==> src/sv/pmt_pkg.sv <==
package pmt_pkg;

  localparam int BANKS_PER_SET   = 8;
  localparam int BANK_W          = 3;
  localparam int OFF_W           = 13;
  localparam int LOC_W           = 23;
  localparam int CFG_W           = 10;
  localparam int PREFIX_W        = 2;
  localparam int RESET_PAGE_BASE = 56;

  localparam logic [15:0] VECTOR_LOW = 16'hFE00;
  localparam logic [15:0] PORT_LOW   = 16'hFF00;

  typedef enum logic [1:0] {
    FUNC_READ    = 2'd0,
    FUNC_WRITE   = 2'd1,
    FUNC_PAGE_WR = 2'd2,
    FUNC_MODE_WR = 2'd3
  } func_t;

  typedef enum logic [2:0] {
    TGT_RAM  = 3'd0,
    TGT_ROM  = 3'd1,
    TGT_CART = 3'd2,
    TGT_PORT = 3'd3,
    TGT_NONE = 3'd4
  } tgt_t;

  typedef enum logic [2:0] {
    REG_RAM_PAGE_MASK   = 3'd0,
    REG_TOP_PAGE        = 3'd1,
    REG_ROM_WINDOW_LOW  = 3'd2,
    REG_BANK_PREFIX     = 3'd3,
    REG_RESET_PAGE_BASE = 3'd4
  } cfg_reg_t;

endpackage

==> src/sv/paged_mmu_translate.sv <==
// Paged address translator for 16-bit CPU byte accesses onto 8 KB pages.
// Input channel (in_valid/in_ready) carries one item: a read, a write, a page
// register write or a mode write. The result channel (out_valid/out_ready)
// returns exactly one item per input item, in order: target, location within
// the target, the write strobe and the byte to store. Register and mode
// writes return a result with target "nothing".
// An accepted item is held in an input register; its result is then loaded
// into the output register, from which it is offered. Both stages move
// together, and the block takes one item per cycle while the receiver keeps up.
// When out_ready is low, the result holds and the input register fills; once
// both are full, in_ready drops until the receiver takes the result.
// Reset loads every page register with its bank index plus the reset page
// base, clears the mode bits and loads the configuration registers with their
// defaults. The APB port sets the configuration registers; the user writes it
// only while no item is in flight, which the block itself does not enforce.
module paged_mmu_translate
  import pmt_pkg::*;
#(
  parameter int PAGE_BITS = 10
) (
  input  logic                clk,
  input  logic                rst_n,

  input  logic                in_valid,
  output logic                in_ready,
  input  logic [1:0]          in_func,
  input  logic [15:0]         in_cpu_address,
  input  logic [7:0]          in_data,
  input  logic [3:0]          in_reg_index,

  output logic                out_valid,
  input  logic                out_ready,
  output logic [2:0]          out_target,
  output logic [LOC_W-1:0]    out_location,
  output logic                out_is_write,
  output logic [7:0]          out_write_byte,

  input  logic                psel,
  input  logic                penable,
  input  logic                pwrite,
  input  logic [4:0]          paddr,
  input  logic [31:0]         pwdata,
  output logic [31:0]         prdata,
  output logic                pready
);

  localparam int PB = PAGE_BITS;

  logic [CFG_W-1:0]    ram_page_mask_r, top_page_r, rom_window_low_r, reset_page_base_r;
  logic [PREFIX_W-1:0] bank_prefix_r;

  logic       task_sel_r, mmu_on_r, all_ram_r, vectors_in_ram_r;
  logic [1:0] rom_map_mode_r;

  logic [PB-1:0] page_r [2*BANKS_PER_SET];

  logic        s1_valid_r;
  func_t       s1_func_r;
  logic [15:0] s1_addr_r;
  logic [7:0]  s1_data_r;
  logic [3:0]  s1_ridx_r;

  logic             out_valid_r;
  tgt_t             out_target_r;
  logic [LOC_W-1:0] out_location_r;
  logic             out_is_write_r;
  logic [7:0]       out_write_byte_r;

  logic advance;
  logic cfg_wr;

  logic [BANK_W-1:0] bank;
  logic [PB-1:0]     page;
  logic [PB-1:0]     top;
  logic [PB:0]       diff;
  logic              in_win;
  logic [1:0]        k;
  tgt_t              win_tgt;
  logic [1:0]        win_idx;
  tgt_t              dec_tgt;
  logic [LOC_W-1:0]  dec_loc;
  logic              wr_ok;
  logic              is_wr;
  logic [PB-1:0]     pg_wr_val;

  tgt_t             res_tgt;
  logic [LOC_W-1:0] res_loc;
  logic             res_wr;
  logic [7:0]       res_wb;

  assign advance  = s1_valid_r && (!out_valid_r || out_ready);
  assign in_ready = !s1_valid_r || advance;
  assign cfg_wr   = psel && penable && pwrite && pready;
  assign pready   = 1'b1;

  assign out_valid      = out_valid_r;
  assign out_target     = out_target_r;
  assign out_location   = out_location_r;
  assign out_is_write   = out_is_write_r;
  assign out_write_byte = out_write_byte_r;

  always_ff @(posedge clk) begin
    if (!rst_n) begin
      ram_page_mask_r   <= CFG_W'(63);
      top_page_r        <= CFG_W'(63);
      rom_window_low_r  <= CFG_W'(60);
      bank_prefix_r     <= '0;
      reset_page_base_r <= CFG_W'(RESET_PAGE_BASE);
    end else if (cfg_wr) begin
      unique case (cfg_reg_t'(paddr[4:2]))
        REG_RAM_PAGE_MASK:   ram_page_mask_r   <= pwdata[CFG_W-1:0];
        REG_TOP_PAGE:        top_page_r        <= pwdata[CFG_W-1:0];
        REG_ROM_WINDOW_LOW:  rom_window_low_r  <= pwdata[CFG_W-1:0];
        REG_BANK_PREFIX:     bank_prefix_r     <= pwdata[PREFIX_W-1:0];
        REG_RESET_PAGE_BASE: reset_page_base_r <= pwdata[CFG_W-1:0];
        default: ;
      endcase
    end
  end

  always_comb begin
    prdata = '0;
    unique case (cfg_reg_t'(paddr[4:2]))
      REG_RAM_PAGE_MASK:   prdata = 32'(ram_page_mask_r);
      REG_TOP_PAGE:        prdata = 32'(top_page_r);
      REG_ROM_WINDOW_LOW:  prdata = 32'(rom_window_low_r);
      REG_BANK_PREFIX:     prdata = 32'(bank_prefix_r);
      REG_RESET_PAGE_BASE: prdata = 32'(reset_page_base_r);
      default:             prdata = '0;
    endcase
  end

  always_ff @(posedge clk) begin
    if (!rst_n) begin
      s1_valid_r <= 1'b0;
    end else if (in_ready) begin
      s1_valid_r <= in_valid;
    end
  end

  always_ff @(posedge clk) begin
    if (in_valid && in_ready) begin
      s1_func_r <= func_t'(in_func);
      s1_addr_r <= in_cpu_address;
      s1_data_r <= in_data;
      s1_ridx_r <= in_reg_index;
    end
  end

  assign pg_wr_val = PB'(({bank_prefix_r, 8'h00}) | ({2'b00, s1_data_r} & ram_page_mask_r));

  always_ff @(posedge clk) begin
    if (!rst_n) begin
      for (int i = 0; i < 2*BANKS_PER_SET; i++) begin
        page_r[i] <= PB'((i % BANKS_PER_SET) + RESET_PAGE_BASE);
      end
    end else if (advance && s1_func_r == FUNC_PAGE_WR) begin
      page_r[s1_ridx_r] <= pg_wr_val;
    end
  end

  always_ff @(posedge clk) begin
    if (!rst_n) begin
      task_sel_r       <= 1'b0;
      mmu_on_r         <= 1'b0;
      rom_map_mode_r   <= 2'b00;
      all_ram_r        <= 1'b0;
      vectors_in_ram_r <= 1'b0;
    end else if (advance && s1_func_r == FUNC_MODE_WR) begin
      task_sel_r       <= s1_data_r[0];
      mmu_on_r         <= s1_data_r[1];
      rom_map_mode_r   <= s1_data_r[3:2];
      all_ram_r        <= s1_data_r[4];
      vectors_in_ram_r <= s1_data_r[5];
    end
  end

  assign bank   = s1_addr_r[15:13];
  assign page   = mmu_on_r ? page_r[{task_sel_r, bank}]
                           : PB'(32'(bank) + RESET_PAGE_BASE);
  assign top    = top_page_r[PB-1:0];
  assign diff   = {1'b0, top} - {1'b0, page};
  assign in_win = !diff[PB] && (diff[PB-1:2] == '0);
  assign k      = diff[1:0];
  assign wr_ok  = all_ram_r || (page < rom_window_low_r[PB-1:0]) || (page > top);
  assign is_wr  = (s1_func_r == FUNC_WRITE);

  always_comb begin
    unique case (rom_map_mode_r)
      2'd2: begin
        win_tgt = TGT_ROM;
        win_idx = ~k;
      end
      2'd3: begin
        win_tgt = TGT_CART;
        win_idx = {k[1], ~k[0]};
      end
      default: begin
        win_tgt = k[1] ? TGT_ROM : TGT_CART;
        win_idx = {1'b0, ~k[0]};
      end
    endcase
  end

  always_comb begin
    priority if (in_win && !all_ram_r) begin
      dec_tgt = win_tgt;
      dec_loc = LOC_W'({win_idx, s1_addr_r[OFF_W-1:0]});
    end else if (in_win) begin
      dec_tgt = TGT_RAM;
      dec_loc = LOC_W'({page, s1_addr_r[OFF_W-1:0]});
    end else begin
      dec_tgt = TGT_RAM;
      dec_loc = LOC_W'({page & ram_page_mask_r[PB-1:0], s1_addr_r[OFF_W-1:0]});
    end
  end

  always_comb begin
    res_tgt = TGT_NONE;
    res_loc = '0;
    res_wr  = 1'b0;
    res_wb  = '0;
    if (s1_func_r == FUNC_READ || s1_func_r == FUNC_WRITE) begin
      priority if (s1_addr_r >= PORT_LOW) begin
        res_tgt = TGT_PORT;
        res_loc = LOC_W'(s1_addr_r);
      end else if (s1_addr_r >= VECTOR_LOW && vectors_in_ram_r) begin
        res_tgt = TGT_RAM;
        res_loc = LOC_W'({top, s1_addr_r[OFF_W-1:0]});
      end else if (is_wr && (!wr_ok || dec_tgt != TGT_RAM)) begin
        res_tgt = TGT_NONE;
        res_loc = '0;
      end else begin
        res_tgt = dec_tgt;
        res_loc = dec_loc;
      end
      if (is_wr && res_tgt != TGT_NONE) begin
        res_wr = 1'b1;
        res_wb = s1_data_r;
      end
    end
  end

  always_ff @(posedge clk) begin
    if (!rst_n) begin
      out_valid_r <= 1'b0;
    end else if (advance) begin
      out_valid_r <= 1'b1;
    end else if (out_ready) begin
      out_valid_r <= 1'b0;
    end
  end

  always_ff @(posedge clk) begin
    if (advance) begin
      out_target_r     <= res_tgt;
      out_location_r   <= res_loc;
      out_is_write_r   <= res_wr;
      out_write_byte_r <= res_wb;
    end
  end

endmodule

==> config.mk <==
export PLATFORM = sky130hd
export DESIGN_NAME = paged_mmu_translate
export DESIGN_NICKNAME = d
export VERILOG_FILES = /design/src/sv/pmt_pkg.sv /design/src/sv/paged_mmu_translate.sv
export SDC_FILE = /design/constraint.sdc
export NUM_CORES = 1
export LEC_CHECK = 0
export BUFFER_PORTS_ARGS = -buffer_cell sky130_fd_sc_hd__buf_2
export CORE_ASPECT_RATIO = 0.6
export CORE_MARGIN = 5
export CORE_UTILIZATION = 59
export CTS_CLUSTER_DIAMETER = 150
export CTS_CLUSTER_SIZE = 8
export DETAILED_ROUTE_END_ITERATION = 8
export PLACE_DENSITY = 0.86
export SLEW_MARGIN = 20
export SYNTH_ARGS = -nofsm -noshare
export SYNTH_HDL_FRONTEND = slang
export SYNTH_SLANG_ARGS = --single-unit
export TNS_END_PERCENT = 10
==> constraint.sdc <==
create_clock -name clk -period 6.4 [get_ports clk]
set_input_delay 0.96 -clock clk [delete_from_list [all_inputs] [get_ports clk]]
set_output_delay 0.96 -clock clk [all_outputs]
set_load 0.02 [all_outputs]
==> flow_summary.json, run 1 <==
{
  "worst-path-buf-inv": 2,
  "power.leakage_nw": 5.32,
  "reg2reg_from": "s1_addr_r[14]$_DFFE_PP_",
  "muxShareOfSynthArea_pct": 10.5,
  "grt_pass1_wl_microns": 51900,
  "viasPerCell": 6.29,
  "hold_path_end": "reset_page_base_r[8]$_SDFFE_PN0P_",
  "drc": 0,
  "synth_warnings": 0,
  "max-cap-violations": 0,
  "finClkSkew_ps": 17.6,
  "grt_usage_pct": 26.7,
  "synth-xor-area-share_pct": 0.136,
  "pin_count": 144,
  "r2r_end": "out_write_byte[3]$_SDFFCE_PN0P_",
  "synthCells": 1077,
  "pre_cts_slack_ps": 1030,
  "placedCellCount": 1407,
  "finalMaxSlewViolations": 0,
  "setup_viol": 0,
  "rsz0062_at_grt": "no",
  "cts_root_buf": "clkbuf_16",
  "drt_iter0_drc": 1223,
  "power.density_mw_per_mm2": 289,
  "hold_path.class": "register to register",
  "layout.nets": 1264,
  "critPathMaxFanout": 22,
  "ant_nets": 0,
  "start_kind": "register",
  "grt_pass1_vias": 8976,
  "synth_top_family_by_area": "simple AND/OR/NAND/NOR gates",
  "worst_pin_slew_ps": 979,
  "coreArea_sq_mm": 0.0212,
  "cp.required_ps": 6670,
  "ys_seq_elements": 275,
  "grt-ovfl-total": 0,
  "route.vias.total": 9215,
  "final_cells": 1464,
  "synth_cell_types": 60,
  "critPathSlowestCell": "edfxtp_1",
  "synthFlopType": "edfxtp_1",
  "hold_buffers": 0,
  "holdPathStages": 2,
  "async_reset_ff_share_pct": 0,
  "cp_top_family": "compound AO/OA/AOI/OAI gates",
  "worstPathCellList": "buf_4 -> mux4_2 -> mux2i_1 -> o31ai_1 -> inv_1 -> ha_1 -> a21o_1 -> o31a_1 -> nor4_1 -> nand4_1 -> nor4_4 -> nand2_1 -> o31a_2 -> and3_1",
  "gp_congestion": 0.924,
  "period_share_pct": 87.9,
  "synth_compound_area_share_pct": 6.42,
  "cts_made_buffers": 40,
  "antenna_found_initial": 0,
  "die_h_microns": 124,
  "start_util_pct": 60.5,
  "fin_util_pct": 68.7,
  "maxSlewHeadroom_pct": 34.7,
  "clock-sinks": 275,
  "rows": 41,
  "peakVddDrop_mv": 0.289,
  "holdWs_ps": 468,
  "worst_slack_ps": 777,
  "yosys.area_share.simple_pct": 16.7,
  "drive_gt1_share_pct": 18.3,
  "cts_resized": 0,
  "clockBufferDepth": 3,
  "grt_max_degree": 69,
  "die_area_sq_mm": 0.0249,
  "cp.arrival_ps": 5900,
  "chipWidth_microns": 201,
  "final_cell_mix": "226 x nand2_1, 225 x edfxtp_1, 100 x nor2_1",
  "hold_path_startpoint": "reset_page_base_r[8]$_SDFFE_PN0P_",
  "max_freq_mhz": 178,
  "syn_avg_cell_area_sq_um": 11.9,
  "layout_commonest_cell": "nand2_1",
  "synth_edf_count": 225,
  "rrSetupSlack_ps": 780,
  "tns_ps": 0,
  "post-cts-setup-buffers": 0,
  "ff2ff_path_depth": 14,
  "drt_wl_total_microns": 33600,
  "status": "finished clean",
  "areaGrowthSynthToFinish_pct": 13.6,
  "synth_adder_area_share_pct": 2.01,
  "cts_tree": "done",
  "crit_type": "register to register",
  "ys_seq_area_share_pct": 60.4,
  "diodes": 0,
  "cp-end-kind": "register",
  "hpwl_microns": 23400,
  "syn-cell-area_sq_mm": 0.0129,
  "max_stage_delay_ps": 980,
  "htreeDepth": 2,
  "hold_violations": 0,
  "firstDrtPassIters": 5,
  "wire_per_inst_microns": 23.0,
  "clkTransAtPathRegs_ps": 50,
  "io_buffer_count": 96,
  "clkLatencyLatePin_ps": 530,
  "layout_min_cycle_time_ps": 5620
}
-- where the power goes --
part | leakage [nW] | switching (mW) | internal, mW
sequential | 2.43 | 0.0350 | 1.99
clock | 0.544 | 0.738 | 1.18
combinational | 2.35 | 0.189 | 0.0983
-- routing by layer --
| metal | track usage [%] | vias up | share of wire (%) |
|---|---|---|---|
| met4 | 5.58 | 0 | 1.3 |
| met3 | 10.2 | 54 | 16 |
| met1 | 41.3 | 4514 | 42 |
| li1 | - | 4022 | - |
| met2 | 35.9 | 625 | 41 |
| met5 | 0 | - | 0 |
-- through the flow --
| stage | cell area [sq um] | power [mW] |
|---|---|---|
| CTS | 14600 | 4.23 |
| detailed placement | 13500 | 2.33 |
| finish | 14600 | 4.22 |
| floorplan | 12900 | 2.24 |
| global placement | 13500 | 2.32 |
| global route | 14600 | 4.35 |
-- sequential cells by signal, summed over array words and instances, names as in the netlist, 2 cells and up --
signal / count
page_r: 160
out_location: 23
s1_addr_r: 16
ram_page_mask_r: 10
reset_page_base_r: 10
rom_window_low_r: 10
top: 10
out_write_byte: 8
s1_data_r: 8
s1_ridx_r: 4
out_target: 3
bank_prefix_r: 2
rom_map_mode_r: 2
s1_func_r: 2
-- Yosys cell counts, drive strengths merged, types with 2 or more instances --
cell	n	area share (%)
edfxtp	225	53
o21ai	30	1.2
o211a	3	0.23
a2111oi	2	0.18
mux2i	24	1.9
mux2	4	0.35
clkbuf	45	1.3
ha	19	1.8
a21boi	22	1.3
nand3b	2	0.12
nand2	226	6.6
conb	2	0.058
mux4	47	8.2
nor3	8	0.31
inv	28	0.82
a21oi	27	1.1
or2	6	0.29
and3	35	1.7
nand3	27	1.1
o221a	2	0.24
nor2b	19	0.92
a211o	2	0.14
nand4b	3	0.20
nor3b	4	0.23
dfxtp	50	7.8
nor2	100	2.9
a21o	3	0.18
o31a	3	0.21
nor4	4	0.31
o22ai	5	0.24
nand4	4	0.19
buf	32	1.7
or3	2	0.097
and2	27	1.3
o211ai	7	0.41
o21a	4	0.23
a211oi	4	0.23
nand2b	7	0.34
-- tightest hold or removal path: stages, from the launching register on --
cell and delay [ps]:
dfxtp_1 300, nand2_1 50, a21boi_0 60
-- kinds of logic (layout without fill, tap and decap cells) --
family	count (synthesis)	in the layout
simple gates	475	475
flops	275	275
compound gates	123	123
buf+inv	105	192
mux	75	75
fa+ha+maj	20	20
other cells	2	23
xor+xnor	2	2
-- how the worst max path moves through the flow --
| stage | from | to | slack (ps) | cells after the start |
|---|---|---|---|---|
| 2_1_floorplan | s1_addr_r[13]$_DFFE_PP_ | out_is_write$_SDFFCE_PN0P_ | 1550 | 17 |
| 3_5_place_dp | s1_addr_r[14]$_DFFE_PP_ | out_write_byte[3]$_SDFFCE_PN0P_ | 1030 | 14 |
| 5_1_grt | s1_addr_r[14]$_DFFE_PP_ | out_write_byte[1]$_SDFFCE_PN0P_ | 570 | 14 |
| 3_3_place_gp | s1_addr_r[14]$_DFFE_PP_ | out_write_byte[6]$_SDFFCE_PN0P_ | 1170 | 13 |
| 6_report | s1_addr_r[14]$_DFFE_PP_ | out_write_byte[3]$_SDFFCE_PN0P_ | 780 | 14 |
| 4_1_cts | s1_addr_r[14]$_DFFE_PP_ | out_write_byte[3]$_SDFFCE_PN0P_ | 970 | 14 |
-- final cells by class --
cell class	count	area (sq um)
flip-flops and latches	275	7760
multi-input cells	718	4690
well taps	279	349
fillers	1486	6640
repair buffers	107	576
clock inverters	2	22.5
inverters	28	105
clock buffers	55	1100
(Power assumes the default switching activity.)
==> inputs of run 2 (changes only) <==
--- a/config.mk
+++ b/config.mk
@@ -8,11 +8,12 @@
 export BUFFER_PORTS_ARGS = -buffer_cell sky130_fd_sc_hd__buf_2
 export CORE_ASPECT_RATIO = 0.6
 export CORE_MARGIN = 5
-export CORE_UTILIZATION = 59
+export CORE_UTILIZATION = 55
+export CTS_BUF_LIST = sky130_fd_sc_hd__clkbuf_4
 export CTS_CLUSTER_DIAMETER = 150
 export CTS_CLUSTER_SIZE = 8
 export DETAILED_ROUTE_END_ITERATION = 8
-export PLACE_DENSITY = 0.86
+export PLACE_DENSITY = 0.82
 export SLEW_MARGIN = 20
 export SYNTH_ARGS = -nofsm -noshare
 export SYNTH_HDL_FRONTEND = slang
==> flow_summary.json, run 2 (same netlist as run 1, synthesis figures left out) <==
{
  "status": "finished clean",
  "maxSlewHeadroom_pct": 34.7,
  "die_area_sq_mm": 0.0266,
  "cp.required_ps": 6830,
  "drive_gt1_share_pct": 19.2,
  "critPathMaxFanout": 42,
  "clockBufferDepth": 3,
  "cts_made_buffers": 40,
  "wl_met1_microns": 13900,
  "start_util_pct": 55.8,
  "rows": 43,
  "grt_max_degree": 69,
  "finalMaxSlewViolations": 0,
  "firstDrtPassIters": 6,
  "finClkSkew_ps": 69.5,
  "max_freq_mhz": 183,
  "cp.arrival_ps": 5890,
  "clock-sinks": 275,
  "hpwl_microns": 23900,
  "hold_violations": 0,
  "post-cts-setup-buffers": 0,
  "coreArea_sq_mm": 0.0230,
  "clkTransAtPathRegs_ps": 100,
  "setup.worst_path.start": "s1_addr_r[13]$_DFFE_PP_",
  "reg2reg_from": "s1_addr_r[13]$_DFFE_PP_",
  "cts_root_buf": "clkbuf_4",
  "hold_path_startpoint": "in_cpu_address[0]",
  "gp_congestion": 0.961,
  "regMostFlops": "page_r",
  "period_share_pct": 85.4,
  "route.vias.total": 9232,
  "antenna_found_initial": 1,
  "largest_reg_flops": 160,
  "placed_area_sq_mm": 0.0135,
  "regArea_sq_mm": 0.00776,
  "clkLatencyLatePin_ps": 730,
  "worst_pin_slew_ps": 976,
  "top_layer": "met5",
  "cp-end-kind": "register",
  "wl_met2_microns": 13200,
  "ant_nets": 0,
  "layout_min_cycle_time_ps": 5470,
  "grt_pass1_wl_microns": 51300,
  "pin_count": 144,
  "n_fill_cell": 1908,
  "io_buffer_count": 96,
  "design_area_sq_mm": 0.0139,
  "layout_commonest_cell": "nand2_1",
  "setup_viol": 0,
  "drt_wl_total_microns": 33600,
  "wl_met3_microns": 5890,
  "grt_pass1_vias": 8779,
  "viasPerCell": 6.16,
  "htreeDepth": 2,
  "drt_iter0_drc": 1425,
  "layout.nets": 1262,
  "power.leakage_nw": 5.04,
  "crit_type": "register to register",
  "final_cell_mix": "226 x nand2_1, 225 x edfxtp_1, 100 x nor2_1",
  "hold_buffers": 0,
  "worst_slack_ps": 933,
  "grt-ovfl-total": 0,
  "start_kind": "register",
  "grt_usage_pct": 25.1,
  "multi_input_area_sq_mm": 0.00468,
  "areaGrowthSynthToFinish_pct": 8.42,
  "tns_ps": 0,
  "power.density_mw_per_mm2": 237,
  "drc": 0,
  "chipWidth_microns": 207,
  "max-cap-violations": 0,
  "die_h_microns": 128,
  "cts_resized": 0,
  "cts_tree": "done",
  "wire_per_inst_microns": 22.4,
  "hold_path.class": "input pin to register",
  "pre_cts_slack_ps": 1110,
  "rsz0062_at_grt": "no",
  "peakVddDrop_mv": 0.165
}
[run 2: layout make-up]
| type | count | share of cell area (%) |
|---|---|---|
| Antenna cell | 1 | 0.0180 |
| Clock buffer | 54 | 2.91 |
| Clock inverter | 3 | 0.0988 |
| Inverter | 28 | 0.754 |
| Multi-Input combinational cell | 718 | 33.6 |
| Sequential cell | 275 | 55.7 |
| Tap cell | 315 | 2.83 |
| Timing Repair Buffer | 105 | 4.11 |
[run 2: where the power goes]
| group | internal, mW | switching (mW) |
|---|---|---|
| clock network | 0.385 | 0.616 |
| logic | 0.0977 | 0.193 |
| registers | 1.98 | 0.0324 |
[run 2: path summary, 6_finish.rpt]
kind / to / slack, ps / depth (start not counted)
max: out_location[16]$_SDFFCE_PP0P_ / 930 / 14
min: s1_addr_r[0]$_DFFE_PP_ / 440 / 1
max reg2reg: out_location[16]$_SDFFCE_PP0P_ / 930 / 14
min reg2reg: reset_page_base_r[9]$_SDFFE_PN0P_ / 470 / 2
[run 2: critical path, stage by stage (launching register included)]
cell and delay, ps:
edfxtp_1 400, buf_12 310, mux4_2 610, mux4_2 470, nand2b_1 210, inv_1 100, ha_1 310, a21o_1 240
o31a_1 320, nor4_1 350, nand4_1 200, nor4_4 510, nand2_1 220, o21ai_1 650, o21ai_0 250
[run 2: layer usage]
layer | vias up | track usage [%]
met5 | - | 0
met2 | 673 | 33.2
met4 | 2 | 5.63
li1 | 4006 | -
met1 | 4486 | 37.8
met3 | 65 | 11.5
[run 2: per-stage QoR]
stage | total power [mW] | hold slack, ps | util, % | instances
2_1_floorplan | 2.24 | 440 | - | 1098
6_report | 3.30 | 440 | 60.5 | 1499
5_1_grt | 3.42 | 417 | 60.5 | 1499
3_5_place_dp | 2.33 | 458 | 58.7 | 1441
4_1_cts | 3.30 | 420 | 60.5 | 1498
3_3_place_gp | 2.33 | 448 | 58.7 | 1441
==> inputs of run 3 (changes only) <==
--- a/config.mk
+++ b/config.mk
@@ -5,7 +5,7 @@
 export SDC_FILE = /design/constraint.sdc
 export NUM_CORES = 1
 export LEC_CHECK = 0
-export BUFFER_PORTS_ARGS = -buffer_cell sky130_fd_sc_hd__buf_2
+export BUFFER_PORTS_ARGS = -buffer_cell sky130_fd_sc_hd__clkbuf_2
 export CORE_ASPECT_RATIO = 0.6
 export CORE_MARGIN = 5
 export CORE_UTILIZATION = 55
@@ -13,6 +13,7 @@
 export CTS_CLUSTER_DIAMETER = 150
 export CTS_CLUSTER_SIZE = 8
 export DETAILED_ROUTE_END_ITERATION = 8
+export HOLD_SLACK_MARGIN = 0.02
 export PLACE_DENSITY = 0.82
 export SLEW_MARGIN = 20
 export SYNTH_ARGS = -nofsm -noshare
==> flow_summary.json, run 3 (same netlist as run 1, synthesis figures left out) <==
{
  "status": "finished clean",
  "cpMostUsedCell": "mux4_2",
  "clock-sinks": 275,
  "finalMaxSlewViolations": 0,
  "cts_made_buffers": 40,
  "pin_count": 144,
  "grt_usage_pct": 25.1,
  "crit_type": "register to register",
  "hold_violations": 0,
  "reg2reg_from": "s1_addr_r[13]$_DFFE_PP_",
  "wire_per_inst_microns": 22.3,
  "firstDrtPassIters": 8,
  "cts_resized": 0,
  "coreArea_sq_mm": 0.0230,
  "grt-ovfl-total": 0,
  "regMostFlops": "page_r",
  "die_h_microns": 128,
  "io_buffer_count": 96,
  "post-cts-setup-buffers": 0,
  "clkTransAtPathRegs_ps": 100,
  "worstPathCellList": "buf_12 -> mux4_2 -> mux4_2 -> nand2b_1 -> inv_1 -> ha_1 -> a21o_1 -> o31a_1 -> nor4_1 -> nand4_1 -> nor4_4 -> nand2_1 -> o21ai_1 -> o21ai_0",
  "layout_commonest_cell": "nand2_1",
  "pre_cts_slack_ps": 1170,
  "ff2ff_path_depth": 14,
  "hold_path.class": "input pin to register",
  "p_switching_mw": 0.847,
  "rows": 43,
  "holdPathStages": 1,
  "gp_congestion": 0.989,
  "cts_root_buf": "clkbuf_4",
  "critPathSlowestCell": "o21ai_1",
  "final_cell_mix": "226 x nand2_1, 225 x edfxtp_1, 100 x nor2_1",
  "drt_wl_total_microns": 33600,
  "placedCellCount": 1441,
  "critPathMaxFanout": 42,
  "die_area_sq_mm": 0.0266,
  "p_sw_share_pct": 24.9,
  "period_share_pct": 85.3,
  "clockBufferDepth": 3,
  "layout_min_cycle_time_ps": 5460,
  "start_util_pct": 55.8,
  "clkLatencyLatePin_ps": 690,
  "hold_path_end": "s1_addr_r[0]$_DFFE_PP_",
  "worst_slack_ps": 941,
  "ant_nets": 0,
  "grt_pass1_vias": 8740,
  "power.leakage_nw": 5.09,
  "setup_viol": 0,
  "start_kind": "register",
  "seqPwrFrac_pct": 59.0,
  "cp-end-kind": "register",
  "hpwl_microns": 23700,
  "peakVddDrop_mv": 0.188,
  "power.density_mw_per_mm2": 243,
  "drc": 0,
  "internal_power_mw": 2.56,
  "hold_buffers": 0,
  "largest_reg_flops": 160,
  "htreeDepth": 2,
  "rrSetupSlack_ps": 940,
  "antenna_found_initial": 4,
  "grt_pass1_wl_microns": 51200,
  "drt_iter0_drc": 1216,
  "route.vias.total": 9140,
  "layout.nets": 1262,
  "r2r_end": "out_location[21]$_SDFFCE_PP0P_",
  "cp.arrival_ps": 5840,
  "cp.required_ps": 6790,
  "grt_max_degree": 68,
  "worst_pin_slew_ps": 1110,
  "total_power_mw": 3.41,
  "areaGrowthSynthToFinish_pct": 9.03,
  "drive_gt1_share_pct": 19.7,
  "clock_power_share_pct": 32.5,
  "max-cap-violations": 0,
  "finClkSkew_ps": 53.3,
  "final_cells": 1507,
  "hold_path_startpoint": "in_cpu_address[0]",
  "rsz0062_at_grt": "no",
  "viasPerCell": 6.07,
  "pwr-share-comb_pct": 8.5,
  "maxSlewHeadroom_pct": 25.5,
  "max_freq_mhz": 183,
  "chipWidth_microns": 207,
  "cts_tree": "done",
  "tns_ps": 0,
  "max_stage_delay_ps": 660
}
## run 3: changes by cell type in the layout (fill, tap and decap cells not counted), sizes merged
cell	delta
buf	-96
bufinv	+1
clkbuf	+105
inv	-2
## run 3: how the worst max path moves through the flow
stage	startpoint	end	slack [ps]	cells past startpoint
6_report	s1_addr_r[13]$_DFFE_PP_	out_location[21]$_SDFFCE_PP0P_	940	14
5_1_grt	s1_addr_r[13]$_DFFE_PP_	out_location[21]$_SDFFCE_PP0P_	750	14
4_1_cts	s1_addr_r[13]$_DFFE_PP_	out_location[22]$_SDFFCE_PP0P_	1130	14
3_5_place_dp	s1_addr_r[13]$_DFFE_PP_	out_location[22]$_SDFFCE_PP0P_	1170	14
3_3_place_gp	s1_addr_r[13]$_DFFE_PP_	out_location[16]$_SDFFCE_PP0P_	1330	14
2_1_floorplan	s1_addr_r[13]$_DFFE_PP_	out_is_write$_SDFFCE_PN0P_	1550	17
## run 3: cell type report
class                           count  area (sq um)
Tap cell                          315           394
Inverter                           28           105
Fill cell                        1861          9020
Clock inverter                      2          36.3
Multi-Input combinational cell    718          4680
Clock buffer                       63           473
Sequential cell                   275          7760
Antenna cell                        1          2.50
Timing Repair Buffer              105           561
## run 3: metrics by stage
stage	utilization, %	area (sq um)	hold WS [ps]
5_1_grt	60.8	14000	410
3_5_place_dp	58.6	13500	456
2_1_floorplan	-	12900	440
3_3_place_gp	58.6	13500	448
6_report	60.8	14000	466
4_1_cts	60.8	14000	427
## run 3: power by group through the flow
stage	combinational, mW	sequential, mW	clock [mW]
CTS	0.284	2.01	1.11
global route	0.308	2.02	1.21
detailed placement	0.283	2.05	0
global placement	0.275	2.05	0
finish	0.289	2.01	1.11
floorplan	0.193	2.05	0
## run 3: worst max-delay path, delay by kind of cell, from the launching register on
kind            cells  cell delay (ps)
flops               1              390
fa+ha+maj           1              300
simple gates        5             1490
compound gates      4             1480
mux                 2             1070
buf+inv             2              400
## run 3: layer usage
layer,track usage [%],part of all wire [%]
met5,0,0.13
met4,6.10,1.8
met3,11.2,17
met2,33.4,40
met1,37.8,42
